==> src/sv/tasd_pkg.sv <==
package tasd_pkg;

    localparam int DP_W     = 36;
    localparam int TABLE_LEN = 24;
    localparam int GAIN_Q16 = 107922;
    localparam int LIMIT_W  = 15;

    typedef logic signed [DP_W-1:0] t_dp;
    typedef logic signed [15:0]     t_s16;

    localparam t_dp HALF_TURN_Q16 = t_dp'(64'sd1179648000);

    function automatic t_dp atan_q16(input int idx);
        t_dp v;
        case (idx)
            0:  v = t_dp'(64'sd294912000);
            1:  v = t_dp'(64'sd174096719);
            2:  v = t_dp'(64'sd91987925);
            3:  v = t_dp'(64'sd46694507);
            4:  v = t_dp'(64'sd23437864);
            5:  v = t_dp'(64'sd11730358);
            6:  v = t_dp'(64'sd5866610);
            7:  v = t_dp'(64'sd2933484);
            8:  v = t_dp'(64'sd1466764);
            9:  v = t_dp'(64'sd733385);
            10: v = t_dp'(64'sd366693);
            11: v = t_dp'(64'sd183346);
            12: v = t_dp'(64'sd91673);
            13: v = t_dp'(64'sd45837);
            14: v = t_dp'(64'sd22918);
            15: v = t_dp'(64'sd11459);
            16: v = t_dp'(64'sd5730);
            17: v = t_dp'(64'sd2865);
            18: v = t_dp'(64'sd1432);
            19: v = t_dp'(64'sd716);
            20: v = t_dp'(64'sd358);
            21: v = t_dp'(64'sd179);
            22: v = t_dp'(64'sd90);
            23: v = t_dp'(64'sd45);
            default: v = '0;
        endcase
        return v;
    endfunction

    // round to nearest centidegree (ties up), then clamp to +-lim
    function automatic t_s16 to_centideg(input t_dp ang, input int lim);
        t_dp c;
        t_dp l;
        c = (ang + t_dp'(32768)) >>> 16;
        l = t_dp'(lim);
        if (c > l) c = l;
        if (c < -l) c = -l;
        return t_s16'(c);
    endfunction

endpackage

==> src/sv/tasd_cell.sv <==
module tasd_cell #(
    parameter int STAGE = 0,
    parameter int AUX_W = 16
) (
    input  logic               i_clk,
    input  logic               i_rst_n,
    input  logic               i_en,
    input  logic               i_valid,
    input  tasd_pkg::t_dp      i_x,
    input  tasd_pkg::t_dp      i_y,
    input  tasd_pkg::t_dp      i_ang,
    input  logic [AUX_W-1:0]   i_aux,
    output logic               o_valid,
    output tasd_pkg::t_dp      o_x,
    output tasd_pkg::t_dp      o_y,
    output tasd_pkg::t_dp      o_ang,
    output logic [AUX_W-1:0]   o_aux
);
    import tasd_pkg::*;

    t_dp dx, dy, n_x, n_y, n_ang;
    logic r_valid;
    t_dp r_x, r_y, r_ang;
    logic [AUX_W-1:0] r_aux;

    assign dx = i_y >>> STAGE;
    assign dy = i_x >>> STAGE;

    // y > 0 rotates back, y < 0 forward, y == 0 holds
    always_comb begin
        n_x = i_x;
        n_y = i_y;
        n_ang = i_ang;
        if (i_y > 0) begin
            n_x = i_x + dx;
            n_y = i_y - dy;
            n_ang = i_ang + atan_q16(STAGE);
        end else if (i_y < 0) begin
            n_x = i_x - dx;
            n_y = i_y + dy;
            n_ang = i_ang - atan_q16(STAGE);
        end
    end

    always_ff @(posedge i_clk) begin
        if (!i_rst_n) begin
            r_valid <= 1'b0;
        end else if (i_en) begin
            r_valid <= i_valid;
        end
    end

    always_ff @(posedge i_clk) begin
        if (i_en) begin
            r_x <= n_x;
            r_y <= n_y;
            r_ang <= n_ang;
            r_aux <= i_aux;
        end
    end

    assign o_valid = r_valid;
    assign o_x = r_x;
    assign o_y = r_y;
    assign o_ang = r_ang;
    assign o_aux = r_aux;

endmodule
==> config.mk <==
export PLATFORM = sky130hd
export DESIGN_NAME = tasd_cell
export DESIGN_NICKNAME = d
export VERILOG_FILES = /design/src/sv/tasd_pkg.sv /design/src/sv/tasd_cell.sv
export SDC_FILE = /design/constraint.sdc
export NUM_CORES = 1
export LEC_CHECK = 0
export BUFFER_PORTS_ARGS = -buffer_cell sky130_fd_sc_hd__clkbuf_2
export CORE_MARGIN = 2
export CORE_UTILIZATION = 30
export CTS_CLUSTER_SIZE = 25
export DETAILED_ROUTE_END_ITERATION = 16
export HOLD_SLACK_MARGIN = 0.06
export SLEW_MARGIN = 25
export SYNTH_ARGS = -nofsm -noshare
export SYNTH_HDL_FRONTEND = slang
export SYNTH_SLANG_ARGS = --single-unit
==> constraint.sdc <==
create_clock -name i_clk -period 5.8 [get_ports i_clk]
set_clock_uncertainty 0.2 [all_clocks]
set_input_delay 0.29 -clock i_clk [delete_from_list [all_inputs] [get_ports i_clk]]
set_output_delay 0.29 -clock i_clk [all_outputs]
set_load 0.005 [all_outputs]
## Yosys cells after proc, flatten, opt, wreduce, memory -nomap -nowiden

Cells that the tools add are included.
W data, S select, Z words.

- Register bits after elaboration: 125
- Bits of input ports: 128
- Word-level logic and storage cells: 18
- Output and inout bits: 125

- Add/sub/neg operators: 5
- Muxes and demuxes: 6
- Order comparisons: 2

Operator list:

| operator | count |
|---|---|
| $mux W36 | 6 |
| $sub A36 B36 Y36 | 2 |
| $add A36 B30 Y36 const B | 1 |
| $add A36 B36 Y36 | 1 |
| $gt A36 B1 Y1 const B | 1 |
| $lt A36 B1 Y1 const B | 1 |
| $sub A36 B30 Y36 const B | 1 |

## Longest topological paths before layout

- Depth in word-level cells: 3
- Mapped depth: 12

## Worst setup path before layout

Ideal clock, no wire load.

- Kind: input to register
- Start point: input port i_x[6]
- End point: register r_y[29] (netlist: o_y[29]), data pin
- Cell stages on the path: 12
- Data required time: 5341 ps
- Buffers on the path: 1
- Setup time: 259 ps
- Data arrival time: 2693 ps
- Slack: 2648 ps
- Cells stage by stage: inv_1 > ha_1 > buf_4 > a21o_1 > or3_1 > o211ai_1 > o221ai_1 > a221o_1 > o21ai_1 > o31ai_1 > xnor2_1 > a211o_1

- Cells in the longest elaborated chain, start to end: 3
- Elaborated cells on any way between the ends: 4

RTL lines:

| item | line | source |
|---|---|---|
| from (decl) | tasd_cell.sv:9 | `input tasd_pkg::t_dp i_x,` |
| $add A36 B36 Y36 | tasd_cell.sv:40 | `n_y = i_y + dy;` |
| $mux W36 | tasd_cell.sv:38 | `end else if (i_y < 0) begin` |
| $mux W36 (*) | tasd_cell.sv:34 | `if (i_y > 0) begin` |
| net n_y[29] | tasd_cell.sv:21 | `t_dp dx, dy, n_x, n_y, n_ang;` |
| to (signal assigned) | tasd_cell.sv:56 | `r_y <= n_y;` |
| to (decl) | tasd_cell.sv:23 | `t_dp r_x, r_y, r_ang;` |

Mark *: on every way through the listed nets, which the timed path passes. The rest lies on a longest branch.
A chain may end at the register's enable or synchronous reset.

## Worst setup path in the final report

Ends and elaborated chain as after synthesis.

==> Implementation_results.wiki <==
{| class="wikitable"
! Metric !! Value
|-
| Highest attainable clock frequency || 244 MHz
|-
| Vias in the first global route || approximately 11000
|-
| Flops & latches, synth || 125
|-
| Vias after detailed routing || between 10000 and 15000
|-
| Worst setup startpoint || i_x[6]
|-
| All-layer global routing usage || 0.209
|-
| Layout overhead on the synthesized area || 24.8%
|-
| Most common cell in the netlist || a21oi_1
|-
| Synth top cells by count || a21oi_1 (138), edfxtp_1 (124), nor2_1 (110)
|-
| Average wire per standard cell || 19.9 µm
|-
| Critical path data arrival time || 4.09 ns
|-
| Post-route DRC violation count || 0
|-
| Cell area after synthesis || 11500 µm²
|-
| Maximum single-stage delay on the critical path || 0.55 ns
|-
| Number of setup buffers added after CTS || 0
|-
| Part of the cycle the worst path needs || 0.708
|-
| Clock slew seen by the registers of the worst setup and hold paths || ~0.060 ns
|-
| Area share of the largest cell type after synthesis || 0.324
|-
| Post-route minimum period || 4.10 ns
|-
| Setup Crit Path Kind || in2reg
|-
| Worst relative slew slack || 0.293
|-
| CTS H-tree lvls || 4
|-
| Floorplan die area || about 40000 µm²
|-
| Unrepaired setup endpoints after global routing || false
|-
| Inserted Diodes || 0
|-
| Clock tree sinks || ~130
|-
| Height of the die || 200 µm
|-
| First-pass GRT wire length || 63300 µm
|-
| Leakage component of the power || 6.22 nW
|-
| Maximum net fanout on the critical path || 8
|-
| I/O Buffers || 252
|-
| TritonCTS clock tree || yes
|-
| Share of flip-flops with an asynchronous set or reset || 0
|-
| Power Dens Cells || 240 nW/µm²
|-
| Worst-path cell with the longest stage delay || dlygate4sd3_1
|-
| Count of endpoints failing hold in the final timing report || 0
|-
| Leftover overflow at the end of global routing || 0
|-
| Synth Instances || 1327
|-
| Kind of end point of the critical path || flop
|-
| Reg2Reg Launch Point || o_valid
|-
| GPL Wtd Cong || roughly 0.95
|-
| Area of the placeable core || 37700 µm²
|-
| Clock network latency to the later pin of the worst-skew pair || 0.44 ns
|-
| Effective utilization at floorplan || 0.305
|-
| Largest net degree at the start of global routing || 70
|-
| Horizontal die dimension || ~200 µm
|-
| Number of antenna violations at the first check in global routing || 0
|-
| Dominant synthesized flop cell || edfxtp_1
|-
| Number of instances resized during post-cts repair || 0
|-
| Count of hold-fix buffers inserted at cts || 58
|-
| Delay-heaviest family, CP || compound AO/OA/AOI/OAI gates
|-
| Distinct cell type count after synthesis || 89
|-
| Average cell area after synthesis || between 8 and 9 µm²
|-
| Count of max-cap constraint violations || 0
|-
| Fraction of final layout cells sized beyond drive strength 1 || 0.206
|-
| Average vias per placed instance || around 5.2
|-
| Fill cells || 3909
|-
| Min setup slack post-route || 1.70 ns
|-
| Synthesized net count || roughly 1600
|-
| List of cells traversed by the critical path || dlygate4sd3_1 -> clkbuf_2 -> inv_1 -> ha_1 -> a21o_1 -> or3_1 -> o211ai_1 -> o221ai_1 -> a221o_1 -> o21ai_1 -> o31ai_1 -> xnor2_1 -> a211o_1
|-
| Remaining antenna violation count after routing || 0
|-
| Detailed-placement wirelength estimate || 32100 µm
|-
| Final Slew Violations || 0
|-
| Root buffer cell || clkbuf_16
|-
| Worst Hold Class || in2reg
|-
| Overall routed net length || approximately 42000 µm
|-
| Row Count || 71
|-
| Nets || 1835
|-
| Setup violators final || 0
|-
| Dominant cells by area after synthesis || edfxtp_1 (32%), ha_1 (12%), xnor2_1 (6.1%)
|-
| Outcome || finished, final reports clean
|-
| Worst Tran Pin Value || about 1.1 ns
|-
| Count of yosys warnings during synthesis || 0
|-
| Buf+Inv Stages, Crit Path || 3
|-
| Detailed-router iteration count before antenna repair || 5
|-
| Hold_sp || i_x[11]
|-
| Sequential fraction of the synthesis area || 0.326
|-
| Post-layout utilization of the core || 0.381
|-
| Sum of negative setup slack || 0 ns
|-
| Startpoint kind of the worst setup timing path || primary input
|-
| Cts bufs inserted || 17
|-
| Post-synth top area cell || edfxtp_1
|-
| Number of violations reported at the end of detailed-routing iteration 0 || 945
|-
| Worst slack, placed || 1.50 ns
|-
| Number of flops mapped to enable cells by yosys || 124
|-
| Buffer depth of the longest clock path || 2
|-
| Number of top-level design ports || 253
|-
| Largest vdd supply drop || 0.144 mV
|-
| Data required time at the worst endpoint || 5.79 ns
|}
registers in the layout (all words and copies together) (netlist names):
name / flops
o_ang: 36
o_x: 36
o_y: 36
o_valid: 1
o_aux: 16
kinds of logic (layout without fill, tap and decap cells):
family | count (synthesis) | count (layout) | share of synthesized area
AOI/OAI and AO/OA | 437 | 437 | 0.250
xor gates and xnor gates | 93 | 93 | 0.0708
adders and majority gates | 110 | 110 | 0.122
buffers and inverters | 179 | 461 | 0.0613
DFF | 125 | 125 | 0.326
muxes | 23 | 23 | 0.0206
and+or+nand+nor | 360 | 360 | 0.151
where the power goes:
group          internal, W  switching [W]
sequential         0.00114      0.0000372
combinational     0.000458       0.000699
clock             0.000667       0.000433
total              0.00227        0.00117
routing by layer:
metal | global-route usage | share of wire | vias up
met5 | 0 | 0 | -
met4 | 0.0968 | 0.038 | 0
met3 | 0.0324 | 0.059 | 86
met2 | 0.344 | 0.47 | 436
met1 | 0.269 | 0.44 | 5249
li1 | - | - | 5344
cell usage in the layout (no fill, tap or decap), types with 14 or more instances in the layout:
cell type / instances
clkbuf_2: 250
a21oi_1: 138
edfxtp_1: 124
nor2_1: 110
ha_1: 107
inv_1: 100
nand2_1: 100
o21ai_0: 98
xnor2_1: 80
dlygate4sd3_1: 58
a21o_1: 23
o21bai_1: 23
nor3_1: 22
nand3_1: 22
o31ai_1: 20
nand4_1: 19
nor4_1: 18
nand2b_1: 18
mux2i_1: 18
clkbuf_16: 17
o211ai_1: 16
nor2b_1: 14
final cells by class:
cell class / instances / area, µm² / area share
multi-input combinational: 1023 / 7060 / 0.492
sequential: 125 / 3740 / 0.261
timing repair buffer: 319 / 1910 / 0.133
tap: 511 / 639 / 0.0446
clock buffer: 18 / 429 / 0.0299
inverter: 111 / 417 / 0.0290
clock inverter: 13 / 149 / 0.0104
worst reg2reg max path, stage by stage, from the launching register on:
cell	delay [ns]
dfxtp_1	0.31
mux2i_1	0.18
nor2b_1	0.07
dlygate4sd3_1	0.56
path summary, 6_finish.rpt:
kind | end | slack (ns) | cells past startpoint
worst min register to register | o_valid | 0.92 | 3
worst max-delay path | o_y[29] | 1.70 | 13
worst min-delay path | o_x[11] | 0.08 | 3
worst max register to register | o_valid | 4.37 | 3
per-stage QoR:
stage               std cells  hold WS (ns)  total power [W]  instance area (µm²)
finish                   2120        0.0775          0.00344                14300
global route             2120         0.107          0.00362                14300
CTS                      2120        0.0620          0.00347                14300
detailed placement       2031         0.269          0.00231                13200
global placement         2031         0.267          0.00231                13200
floorplan                1327         0.189          0.00188                11500
(Power assumes the default switching activity.)
